<file path="src/sv/gsab_pkg.sv">
`timescale 1ns / 1ps
package gsab_pkg;

  localparam int EXP_DEPTH = 256;
  localparam int EXP_IDX_W = 8;
  localparam int QDEPTH    = 8;
  localparam int QPTR_W    = 3;
  localparam int QCNT_W    = 4;

  // register indexes on the configuration port
  localparam logic [1:0] CFG_ALPHA_MAX   = 2'd0;
  localparam logic [1:0] CFG_T_THRESHOLD = 2'd1;
  localparam logic [1:0] CFG_MASK_PERIOD = 2'd2;

  typedef struct packed {
    logic        fin;
    logic [15:0] alpha;
    logic [15:0] red;
    logic [15:0] green;
    logic [15:0] blue;
  } blend_op_t;

  typedef struct packed {
    logic [16:0] t_threshold;
    logic [8:0]  mask_period;
  } back_cfg_t;

  typedef enum logic [1:0] {BK_IDLE, BK_MUL, BK_ACC} back_state_t;

  typedef logic [EXP_DEPTH-1:0][15:0] exp_rom_t;

  // round(65535*exp(-k/16)), series for exp(-1/16) then repeated q62 products
  function automatic exp_rom_t build_exp_rom();
    logic [63:0]  term;
    logic [63:0]  r;
    logic [63:0]  v;
    logic [127:0] prod;
    exp_rom_t     rom;
    term = 64'h4000_0000_0000_0000;
    r    = term;
    v    = term;
    for (int n = 1; n <= 20; n++) begin
      term = term / 64'(16 * n);
      if ((n % 2) == 1) r = r - term;
      else r = r + term;
    end
    for (int k = 0; k < EXP_DEPTH; k++) begin
      rom[k] = 16'(((64'd65535 * (v >> 20)) + (64'd1 << 41)) >> 42);
      prod   = {64'd0, v} * {64'd0, r};
      v      = prod[125:62];
    end
    return rom;
  endfunction

  localparam exp_rom_t EXP_ROM = build_exp_rom();

endpackage

</file>
<file path="src/sv/gsab_queue.sv">
`timescale 1ns / 1ps
module gsab_queue (
  input  logic                clk,
  input  logic                rst_n,
  input  logic                push,
  input  gsab_pkg::blend_op_t wdata,
  input  logic                pop,
  output logic                empty,
  output gsab_pkg::blend_op_t rdata
);
  import gsab_pkg::*;

  blend_op_t         mem_r [QDEPTH];
  logic [QPTR_W-1:0] wr_r, wr_nxt, rd_r, rd_nxt;
  logic [QCNT_W-1:0] cnt_r, cnt_nxt;

  always_comb begin
    wr_nxt  = push ? wr_r + 1'b1 : wr_r;
    rd_nxt  = pop ? rd_r + 1'b1 : rd_r;
    cnt_nxt = cnt_r + QCNT_W'(push) - QCNT_W'(pop);
  end

  always_ff @(posedge clk) begin
    if (!rst_n) begin
      wr_r  <= '0;
      rd_r  <= '0;
      cnt_r <= '0;
    end else begin
      wr_r  <= wr_nxt;
      rd_r  <= rd_nxt;
      cnt_r <= cnt_nxt;
    end
  end

  always_ff @(posedge clk) begin
    if (push) mem_r[wr_r] <= wdata;
  end

  assign empty = (cnt_r == '0);
  assign rdata = mem_r[rd_r];

endmodule

</file>
<file path="config.mk">
export PLATFORM = sky130hd
export DESIGN_NAME = gsab_queue
export DESIGN_NICKNAME = d
export VERILOG_FILES = /design/src/sv/gsab_pkg.sv /design/src/sv/gsab_queue.sv
export SDC_FILE = /design/constraint.sdc
export NUM_CORES = 1
export LEC_CHECK = 0
export ABC_CLOCK_PERIOD_IN_PS = 8400
export BUFFER_PORTS_ARGS = -buffer_cell sky130_fd_sc_hd__buf_4
export CAP_MARGIN = 20
export CELL_PAD_IN_SITES_DETAIL_PLACEMENT = 2
export CELL_PAD_IN_SITES_GLOBAL_PLACEMENT = 2
export CORE_MARGIN = 2
export CORE_UTILIZATION = 42
export CTS_BUF_LIST = sky130_fd_sc_hd__clkbuf_2 sky130_fd_sc_hd__clkbuf_4 sky130_fd_sc_hd__clkbuf_8
export CTS_CLUSTER_SIZE = 30
export DETAILED_ROUTE_END_ITERATION = 12
export PLACE_DENSITY_LB_ADDON = 0.1
export SLEW_MARGIN = 20
export SYNTH_ARGS = -nofsm -noshare
export SYNTH_HDL_FRONTEND = slang
export SYNTH_SLANG_ARGS = --single-unit
</file>
<file path="constraint.sdc">
create_clock -name clk -period 8.4 [get_ports clk]
set_clock_uncertainty 0.2 [all_clocks]
set_input_delay 2.52 -clock clk [delete_from_list [all_inputs] [get_ports clk]]
set_output_delay 2.52 -clock clk [all_outputs]
set_load 0.01 [all_outputs]
</file>
==> impl_metrics.py <==
metrics = {
    "critical_path": {
        "crit_path_max_incr_delay_ns": 0.66,
        "path_max_fanout": 77,
        "reg2reg_to": "mem_r[3][4]$_DFFE_PP_",
        "worstSetupStartpointType": "flip-flop",
        "critPathKind": "reg -> out",
        "rrSetupSlack_ns": 5.49,
        "critPathCaptureType": "primary output",
        "crit_chain": "buf_12, mux4_2, mux2_2, buf_4",
        "worstPathArrival_ns": 3.05,
        "crit_path_top_delay_cell": "dfxtp_4",
        "rr_startpoint": "wr_r[0]$_SDFFE_PN0P_",
        "rr_worst_depth": 3,
        "critical-path-top-delay-family": "multiplexers",
        "cp.required_ns": 5.68,
        "cp_num_buf_inv": 2,
    },
    "cts": {
        "cts_root_buf": "clkbuf_8",
        "clkSlewWorstSetupHoldPaths_ns": 0.06,
        "h-tree-depth": 3,
        "clk_latency_ns": 0.63,
        "cts_buffer_depth": 3,
        "post_cts_buffers": 0,
        "cts_buffers": 90,
        "cts.sinks": 533,
        "cts_tree": "built",
        "cts_resized": 0,
        "postCtsHoldBufs": 0,
    },
    "floorplanning": {
        "fp.dieW_um": 223,
        "chipHeight_um": 223,
        "coreArea_sq_um": 47500,
        "rows": 80,
        "initial_core_util_pct": 42.3,
        "die-area_sq_um": 49700,
        "ios": 135,
    },
    "sta": {
        "finalSetupViolCount": 0,
        "fin_crit_sh_pct": 68.7,
        "setup_slack_ns": 2.63,
        "fin_crit_ns": 5.77,
        "maxSlewHeadroom_pct": 32.6,
        "timing.final.hold_violations": 0,
        "fmax_mhz": 173,
        "fin_setup_tns_ns": 0,
        "worst_slew_pin_slew_ns": 1.01,
        "grt_setup_unrepaired": "no",
        "drv_slew": 0,
    },
    "global_routing": {
        "grtUsageTotal_pct": 18.5,
        "antenna_found_initial": 2,
        "grt_max_degree": 78,
        "grt_pass1_vias": 10400,
        "grt_pass1_wl_um": 66900,
        "grt_remaining_overflow": 0,
    },
    "pwr": {
        "power.density_nw_per_um2": 245,
        "cellLeakagePower_nw": 7.61,
        "finalPower_mw": 5.79,
        "irDropWorstVdd_uv": 150,
    },
    "synthesis": {
        "yosys-top-cells-count": "520 x edfxtp_1, 130 x mux4_2, 65 x mux2_2, 21 x clkbuf_1, 13 x dfxtp_1",
        "synth_most_common_cell": "edfxtp_1",
        "synth_edf_count": 520,
        "yosys_warnings": 0,
        "synth_top_cell_area_share_pct": 77.6,
        "syn_area_sq_um": 20100,
        "syn_avg_cell_area_sq_um": 24.6,
        "async_flop_share_pct": 0,
        "yosysSeqAreaShare_pct": 78.9,
        "synth.area.top_cells": "edfxtp_1 78%, mux4_2 15%, mux2_2 3.6%",
        "synth.distinct_cells": 23,
        "synth_seq_cells": 533,
        "synth_fp_nets": 895,
        "yosys_most_used_dff": "edfxtp_1",
        "synth_top_cell_by_area": "edfxtp_1",
        "syn_inst": 818,
    },
    "route": {
        "detail_route.iter0.violations": 493,
        "first_pass_iters": 4,
        "drtAntennaViolNets": 0,
        "routed_via_density": 5.31,
        "routedWlPerCell_um": 26.0,
        "wl_um": 44600,
        "drcViolationCount": 0,
        "num_vias": 9084,
    },
    "placement": {
        "dp_hpwl_um": 23900,
        "post-place-ws_ns": 3.16,
        "portBuffers": 134,
        "dp.cells": 1546,
        "gp_congestion": 0.660,
    },
    "worst_hold_path": {
        "hold_class": "reg -> reg",
        "min_path_cells": 2,
        "min_from": "rd_r[1]$_SDFFE_PN0P_",
    },
    "run_status": {
        "status": "finished clean",
    },
    "layout": {
        "syn2layout_area_growth_pct": 17.6,
        "drive_above_1_share_pct": 45.3,
        "stdcell_count": 1712,
        "fill_cells": 4079,
        "nets": 1100,
    },
    "run": {
        "cap_violations": 0,
    },
}
power breakdown:
part / internal [mW] / switching, mW / leakage [nW] / total, mW
sequential: 3.00 / 0.0341 / 4.83 / 3.03
clock: 1.24 / 1.01 / 0.942 / 2.25
combinational: 0.261 / 0.246 / 1.83 / 0.508
total: 4.50 / 1.29 / 7.61 / 5.79
worst max path at each step:
stage                            end  slack (ns)  cells after the start
3_5_place_dp   mem_r[3][5]$_DFFE_PP_        3.16                      4
6_report                   rdata[61]        2.63                      4
4_1_cts                    rdata[61]        2.45                      4
5_1_grt                    rdata[61]        2.34                      4
2_1_floorplan  mem_r[0][0]$_DFFE_PP_        0.60                      2
3_3_place_gp                rdata[3]        3.21                      4
cells in the final DEF, fill, tap and decap left out, drive strengths merged:
| cell | count |
|---|---|
| nand2b | 4 |
| dfxtp | 13 |
| mux2 | 65 |
| a21oi | 1 |
| and2 | 7 |
| clkbuf | 126 |
| and3 | 1 |
| xor2 | 2 |
| bufinv | 2 |
| fa | 1 |
| nor3 | 2 |
| mux2i | 3 |
| a21o | 1 |
| xnor2 | 3 |
| clkinv | 36 |
| ha | 7 |
| nor2 | 6 |
| diode | 1 |
| nand2 | 5 |
| mux4 | 130 |
| inv | 8 |
| buf | 150 |
| edfxtp | 520 |
| nor2b | 3 |
stage by stage:
step           area, sq um  hold WS [ns]  util (%)
2_1_floorplan        20100         0.312         -
3_3_place_gp         21900         0.367      46.1
3_5_place_dp         21900         0.376      46.1
4_1_cts              23700         0.388      49.8
5_1_grt              23700         0.420      49.8
6_report             23700         0.366      49.8
layout make-up:
type / count / area, sq um / area share (%)
Sequential cell: 533 / 15900 / 67.1
Multi-Input combinational cell: 241 / 4050 / 17.1
Clock buffer: 126 / 1540 / 6.51
Timing Repair Buffer: 150 / 1160 / 4.92
Tap cell: 615 / 769 / 3.25
Clock inverter: 39 / 220 / 0.931
Inverter: 7 / 26.3 / 0.111
Antenna cell: 1 / 2.50 / 0.0106
registers in the layout, indices dropped and copies added (netlist names), named ones only:
signal and flops:
wr_r 3, mem_r 520, cnt_r 4, rd_r 3
worst reg2reg max path, delay by kind of cell, from the launching register on:
family                 cells  cell delay [ns]
and+or+nand+nor            2             0.97
DFF                        1             0.49
buffers and inverters      1             0.84
cells by family (layout without fill, tap and decap cells):
family	count (synthesis)	in the layout	synth area share (%)
compound gates	2	2	0.0622
simple gates	28	28	0.721
fa+ha+maj	8	8	0.535
buf+inv	44	322	1.26
xor+xnor	5	5	0.218
mux	198	198	18.3
flops	533	533	78.9
other cells	0	1	0
layer usage:
layer,GRT usage [%],wire (um),up-vias
li1,-,-,3908
met1,24.2,19100,4869
met2,30.5,22200,206
met3,4.62,2080,97
met4,6.06,1150,4
met5,0,27,-
Power figures use the tool's default switching activity.
