$ cat config.mk
export PLATFORM = sky130hd
export DESIGN_NAME = gsab_back
export DESIGN_NICKNAME = d
export VERILOG_FILES = /design/src/sv/gsab_pkg.sv /design/src/sv/gsab_back.sv
export SDC_FILE = /design/constraint.sdc
export NUM_CORES = 2
export LEC_CHECK = 0
export ABC_CLOCK_PERIOD_IN_PS = 10400
export BUFFER_PORTS_ARGS = -buffer_cell sky130_fd_sc_hd__buf_2
export CORE_MARGIN = 2
export CORE_UTILIZATION = 45
export CTS_CLUSTER_DIAMETER = 40
export DETAILED_ROUTE_END_ITERATION = 10
export MAX_ROUTING_LAYER = met4
export PLACE_DENSITY = 0.69
export SLEW_MARGIN = 0
export SYNTH_ARGS = -nofsm -noshare
export SYNTH_HDL_FRONTEND = slang
export SYNTH_SLANG_ARGS = --single-unit
$ cat constraint.sdc
create_clock -name clk -period 10.4 [get_ports clk]
set_clock_uncertainty 0.1 [all_clocks]
set_input_delay 0 -clock clk [delete_from_list [all_inputs] [get_ports clk]]
set_output_delay 0 -clock clk [all_outputs]
set_load 0.05 [all_outputs]
$ cat src/sv/gsab_pkg.sv
`timescale 1ns / 1ps
package gsab_pkg;

  localparam int EXP_DEPTH = 256;
  localparam int EXP_IDX_W = 8;
  localparam int QDEPTH    = 8;
  localparam int QPTR_W    = 3;
  localparam int QCNT_W    = 4;

  // register indexes on the configuration port
  localparam logic [1:0] CFG_ALPHA_MAX   = 2'd0;
  localparam logic [1:0] CFG_T_THRESHOLD = 2'd1;
  localparam logic [1:0] CFG_MASK_PERIOD = 2'd2;

  typedef struct packed {
    logic        fin;
    logic [15:0] alpha;
    logic [15:0] red;
    logic [15:0] green;
    logic [15:0] blue;
  } blend_op_t;

  typedef struct packed {
    logic [16:0] t_threshold;
    logic [8:0]  mask_period;
  } back_cfg_t;

  typedef enum logic [1:0] {BK_IDLE, BK_MUL, BK_ACC} back_state_t;

  typedef logic [EXP_DEPTH-1:0][15:0] exp_rom_t;

  // round(65535*exp(-k/16)), series for exp(-1/16) then repeated q62 products
  function automatic exp_rom_t build_exp_rom();
    logic [63:0]  term;
    logic [63:0]  r;
    logic [63:0]  v;
    logic [127:0] prod;
    exp_rom_t     rom;
    term = 64'h4000_0000_0000_0000;
    r    = term;
    v    = term;
    for (int n = 1; n <= 20; n++) begin
      term = term / 64'(16 * n);
      if ((n % 2) == 1) r = r - term;
      else r = r + term;
    end
    for (int k = 0; k < EXP_DEPTH; k++) begin
      rom[k] = 16'(((64'd65535 * (v >> 20)) + (64'd1 << 41)) >> 42);
      prod   = {64'd0, v} * {64'd0, r};
      v      = prod[125:62];
    end
    return rom;
  endfunction

  localparam exp_rom_t EXP_ROM = build_exp_rom();

endpackage

$ cat src/sv/gsab_back.sv
`timescale 1ns / 1ps
module gsab_back (
  input  logic                clk,
  input  logic                rst_n,
  input  gsab_pkg::back_cfg_t cfg,
  input  logic                q_empty,
  input  gsab_pkg::blend_op_t q_rdata,
  output logic                q_pop,
  input  logic                out_pop,
  output logic                out_empty,
  output logic [15:0]         out_red,
  output logic [15:0]         out_green,
  output logic [15:0]         out_blue
);
  import gsab_pkg::*;

  back_state_t state_r, state_nxt;
  logic [15:0] acc_r_r, acc_r_nxt, acc_g_r, acc_g_nxt, acc_b_r, acc_b_nxt;
  logic [16:0] t_r, t_nxt;
  logic        mask_r, mask_nxt;
  logic [8:0]  gc_r, gc_nxt;
  logic        ov_r, ov_nxt;
  logic [15:0] or_r, or_nxt, og_r, og_nxt, ob_r, ob_nxt;
  logic [15:0] alpha_r, alpha_nxt, cr_r, cr_nxt, cg_r, cg_nxt, cb_r, cb_nxt;
  logic [15:0] contrib_r, contrib_nxt;
  logic [32:0] at_prod;
  logic [33:0] tt_prod;
  logic [31:0] pr, pg, pb;
  logic [16:0] sr, sg, sb;

  always_comb begin
    at_prod = {17'd0, alpha_r} * {16'd0, t_r};
    tt_prod = {17'd0, t_r} * (17'h10000 - {1'b0, alpha_r});
    pr = {16'd0, cr_r} * {16'd0, contrib_r};
    pg = {16'd0, cg_r} * {16'd0, contrib_r};
    pb = {16'd0, cb_r} * {16'd0, contrib_r};
    sr = {1'b0, acc_r_r} + {1'b0, pr[31:16]};
    sg = {1'b0, acc_g_r} + {1'b0, pg[31:16]};
    sb = {1'b0, acc_b_r} + {1'b0, pb[31:16]};
  end

  always_comb begin
    state_nxt   = state_r;
    acc_r_nxt   = acc_r_r;
    acc_g_nxt   = acc_g_r;
    acc_b_nxt   = acc_b_r;
    t_nxt       = t_r;
    mask_nxt    = mask_r;
    gc_nxt      = gc_r;
    ov_nxt      = ov_r && !out_pop;
    or_nxt      = or_r;
    og_nxt      = og_r;
    ob_nxt      = ob_r;
    alpha_nxt   = alpha_r;
    cr_nxt      = cr_r;
    cg_nxt      = cg_r;
    cb_nxt      = cb_r;
    contrib_nxt = contrib_r;
    q_pop       = 1'b0;
    case (state_r)
      BK_IDLE: begin
        if (!q_empty) begin
          if (q_rdata.fin) begin
            if (!ov_r || out_pop) begin
              q_pop     = 1'b1;
              ov_nxt    = 1'b1;
              or_nxt    = acc_r_r;
              og_nxt    = acc_g_r;
              ob_nxt    = acc_b_r;
              acc_r_nxt = '0;
              acc_g_nxt = '0;
              acc_b_nxt = '0;
              t_nxt     = 17'h10000;
              mask_nxt  = 1'b1;
              gc_nxt    = '0;
            end
          end else begin
            q_pop     = 1'b1;
            alpha_nxt = q_rdata.alpha;
            cr_nxt    = q_rdata.red;
            cg_nxt    = q_rdata.green;
            cb_nxt    = q_rdata.blue;
            if (gc_r >= cfg.mask_period) begin
              mask_nxt = (t_r >= cfg.t_threshold);
              gc_nxt   = '0;
            end
            state_nxt = BK_MUL;
          end
        end
      end
      BK_MUL: begin
        contrib_nxt = mask_r ? at_prod[31:16] : 16'd0;
        t_nxt       = mask_r ? tt_prod[32:16] : 17'd0;
        gc_nxt      = gc_r + 1'b1;
        state_nxt   = BK_ACC;
      end
      BK_ACC: begin
        acc_r_nxt = sr[16] ? 16'hFFFF : sr[15:0];
        acc_g_nxt = sg[16] ? 16'hFFFF : sg[15:0];
        acc_b_nxt = sb[16] ? 16'hFFFF : sb[15:0];
        state_nxt = BK_IDLE;
      end
      default: state_nxt = BK_IDLE;
    endcase
  end

  always_ff @(posedge clk) begin
    if (!rst_n) begin
      state_r <= BK_IDLE;
      acc_r_r <= '0;
      acc_g_r <= '0;
      acc_b_r <= '0;
      t_r     <= 17'h10000;
      mask_r  <= 1'b1;
      gc_r    <= '0;
      ov_r    <= 1'b0;
    end else begin
      state_r <= state_nxt;
      acc_r_r <= acc_r_nxt;
      acc_g_r <= acc_g_nxt;
      acc_b_r <= acc_b_nxt;
      t_r     <= t_nxt;
      mask_r  <= mask_nxt;
      gc_r    <= gc_nxt;
      ov_r    <= ov_nxt;
    end
  end

  always_ff @(posedge clk) begin
    or_r      <= or_nxt;
    og_r      <= og_nxt;
    ob_r      <= ob_nxt;
    alpha_r   <= alpha_nxt;
    cr_r      <= cr_nxt;
    cg_r      <= cg_nxt;
    cb_r      <= cb_nxt;
    contrib_r <= contrib_nxt;
  end

  assign out_empty = !ov_r;
  assign out_red   = or_r;
  assign out_green = og_r;
  assign out_blue  = ob_r;

endmodule

==> qor.csv <==
stage,metric,value,unit
synthesis,netlist_instances,5569,
detailed_routing,wl_met3,8400,µm
floorplan,ioPinCount,145,
critical_path,criticalPathCategory,flip-flop to flip-flop,
critical_path,critPathCaptureType,flip-flop,
cells_and_area,syn_to_final_growth,9.82,%
clock_network,cts_root_buf,clkbuf_16,
critical_path,cpMostUsedCell,fa_1,
synthesis,synth_adder_area_share,54.4,%
critical_path,worstPathArrival,9.79,ns
synthesis,synth_top_family_by_area,adder cells,
timing,finalCritPeriodShare,89.9,%
timing,fmax,0.107,GHz
cells_and_area,drive_gt1_share,5.70,%
timing,setup_violations,0,
power,p_int,0.00782,W
detailed_routing,viasPerCell,5.12,
critical_path,cp-start-kind,flip-flop,
floorplan,die_w,340,µm
timing,tightest_slew,1.22,ns
synthesis,ys_types,64,
critical_path,r2r-start,contrib_r[3],
timing,hold_violations,0,
detailed_routing,m1WireLength,52500,µm
floorplan,core_area,112000,µm²
synthesis,synth-simple-area-share,16.1,%
synthesis,async_flop_share,0,%
critical_path,r2r_end,acc_r_r[11],
critical_path,required,10.83,ns
synthesis,synth_edf_count,128,
critical_path,worst_path_max_delay_cell,edfxtp_1,
global_route,grt_max_degree,52,
placed_design,io_buffers,144,
detailed_routing,drtPass1Iterations,5,
synthesis,synth.area.mux_share,0.0592,%
power,seqPwrFrac,7.2,%
global_route,grt_usage,23.4,%
detailed_routing,highest_layer,met4,
detailed_routing,drt-initial-drc-count,1902,
power,peakVddDrop,0.370,mV
power,p_per_area,287,nW/µm²
floorplan,die_h,340,µm
synthesis,synth_seq_cells,206,
timing,slew_viol_final,0,
outcome,status,"complete, no violations",
clock_network,cts_sinks,206,
global_route,grt_antenna_before_repair,3,
clock_network,clk_latency,0.63,ns
power,p_comb_share,83.1,%
cells_and_area,layout_commonest_cell,inv_1,
timing,setup-tns-final,0,ns
detailed_routing,vias,37100,
global_route,overflow,0,
timing,layout_min_cycle_time,9.35,ns
placed_design,place_congestion,0.909,
clock_network,cts_tree,done,
timing,relSlewSlack,18.4,%
synthesis,synthFlopType,edfxtp_1,
job,cap_violations,0,
critical_path,worstPathMaxFanout,27,
detailed_routing,drt_wl_total,127000,µm
global_route,grt_pass1_wl,211000,µm
power,p_clk_share,9.7,%
critical_path,endpoint,acc_r_r[11],
floorplan,start_util,45.2,%
clock_network,cts_resized,0,
cells_and_area,most-common-layout-cells,"inv_1, fa_1, nand2_1, ha_1, and2_1",
critical_path,critPathMaxStageDelay,0.95,ns
synthesis,post_synth.cell_area_avg,9.11,µm²
power,p_sw_share,51.2,%
power,switching_power,0.00820,W
detailed_routing,ant_nets,0,
critical_path,rrSetupSlack,1.05,ns
cells_and_area,nets,7389,
placed_design,place_hpwl,98700,µm
floorplan,num_rows,123,
critical_path,rr_worst_depth,30,
synthesis,synth_compound_area_share,5.35,%
clock_network,path_clk_slew,0.05,ns
global_route,grt_pass1_vias,40200,
synthesis,ys_seq_area_share,10.7,%
floorplan,die_area,115000,µm²
synthesis,syn-num-nets,7264,
clock_network,cts_made_buffers,48,
cells_and_area,utilization,49.7,%
synthesis,synth-xor-area-share,2.23,%
detailed_routing,drc,0,
worst_hold_path,hold_path.class,input port to flip-flop,
critical_path,cp-startpoint,contrib_r[3],
power,p_leak,28.2,nW
detailed_routing,wl_met2,62100,µm
synthesis,syn-cell-area,50800,µm²
timing,rsz0062_at_grt,false,
synthesis,ys_warn_count,0,
clock_network,cts_buffer_depth,3,
clock_network,ctsHtreeMaxLevel,2,
detailed_routing,avgRoutedWirePerCell,17.5,µm
## per-layer routing
layer,global-route usage [%],vias up
met5,-,-
met4,6.69,0
met3,3.37,235
met2,39.0,1142
met1,29.7,18700
li1,-,17000
## flip-flops by register name, indices dropped and copies added, names as in the netlist
| signal | count |
|---|---|
| gc_r | 9 |
| mask_r | 1 |
| out_green | 16 |
| ov_r | 1 |
| state_r | 2 |
| contrib_r | 16 |
| cg_r | 16 |
| acc_r_r | 16 |
| t_r | 17 |
| cb_r | 16 |
| alpha_r | 16 |
| acc_b_r | 16 |
| acc_g_r | 16 |
| out_red | 16 |
| out_blue | 16 |
| cr_r | 16 |
## how the worst min path moves through the flow
stage               cells after the start         from  slack, ns          end
global route                            2  q_rdata[58]       0.02  alpha_r[10]
CTS                                     2  q_rdata[58]     0.0006  alpha_r[10]
finish                                  2  q_rdata[43]       0.02     cr_r[11]
floorplan                               0  q_rdata[48]     -0.001   alpha_r[0]
detailed placement                      1  q_rdata[12]       0.08     cb_r[12]
global placement                        1  q_rdata[21]       0.08      cg_r[5]
## area by class of cell
type	count	area (µm²)
inverters	1264	4740
clock buffers	53	1240
flip-flops and latches	206	5410
repair buffers	325	2370
clock inverters	35	370
diodes	3	7.51
multi-input cells	3849	39700
well taps	1500	1880
fillers	10300	56500
## synthesized netlist by cell type (7+ instances only)
| cell | number | area, µm² |
|---|---|---|
| inv_1 | 1264 | 4740 |
| fa_1 | 1010 | 20200 |
| nand2_1 | 893 | 3350 |
| ha_1 | 590 | 7380 |
| and2_1 | 541 | 3380 |
| clkbuf_1 | 241 | 905 |
| edfxtp_1 | 128 | 3840 |
| o21ai_0 | 103 | 515 |
| a21oi_1 | 102 | 510 |
| xnor2_1 | 86 | 753 |
| dfxtp_1 | 78 | 1560 |
| nor2_1 | 74 | 278 |
| a21o_1 | 51 | 383 |
| xor2_1 | 43 | 377 |
| o21a_1 | 38 | 285 |
| nor3_1 | 34 | 170 |
| nor2b_1 | 30 | 188 |
| nand3_1 | 24 | 120 |
| and3_1 | 23 | 144 |
| a221o_1 | 18 | 180 |
| nand4_1 | 18 | 113 |
| nand2b_1 | 16 | 100 |
| o21bai_1 | 16 | 120 |
| nor4_1 | 14 | 87.6 |
| o31ai_1 | 12 | 90.1 |
| a211oi_1 | 11 | 82.6 |
| or3_1 | 10 | 62.6 |
| or4_1 | 10 | 75.1 |
| a31oi_1 | 8 | 50.1 |
| buf_1 | 8 | 30.0 |
| or2_2 | 7 | 43.8 |
## logic make-up (layout without fill, tap and decap cells)
kind of cell | Yosys count | after routing
AND/OR/NAND/NOR | 1702 | 1702
adder cells (fa/ha/maj) | 1600 | 1600
buffers and inverters | 1514 | 1677
AO/OA/AOI/OAI | 415 | 415
flip-flops | 206 | 206
XOR/XNOR | 129 | 129
multiplexers | 3 | 3
other | 0 | 3
## critical path: cells and delay by family (launching register included)
family | cells | cell delay, ns
simple gates | 5 | 0.75
fa+ha+maj | 8 | 3.64
compound gates | 12 | 3.06
buf+inv | 4 | 0.59
xor+xnor | 1 | 0.16
flops | 1 | 0.95
## per-stage QoR
stage / cells / area, µm² / total power, W / setup WS (ns) / hold slack (ns)
final: 7235 / 55700 / 0.0160 / 1.05 / 0.0247
after global routing: 7234 / 55700 / 0.0181 / 0.132 / 0.0174
after CTS: 7232 / 55700 / 0.0161 / 1.08 / 0.000560
after detailed placement: 7034 / 53000 / 0.0144 / 1.16 / 0.0781
after global placement: 7034 / 53000 / 0.0140 / 1.29 / 0.0777
after floorplan: 5569 / 50800 / 0.0115 / 2.21 / -0.00113
## timing repair
| item | 4_1_cts | 5_1_grt |
|---|---|---|
| endpoints found under the hold margin | 119 | 0 |
| setup buffers | 0 | 0 |
| hold buffers | 110 | 0 |
## power groups by stage
stage / Sequential, W / Combinational (W) / Clock [W]
2_1_floorplan: 0.00112 / 0.0104 / 0
3_3_place_gp: 0.00117 / 0.0128 / 0
3_5_place_dp: 0.00117 / 0.0132 / 0
4_1_cts: 0.00115 / 0.0134 / 0.00158
5_1_grt: 0.00117 / 0.0153 / 0.00160
6_report: 0.00115 / 0.0133 / 0.00155
Note: power is estimated with default switching activity, not from simulation.
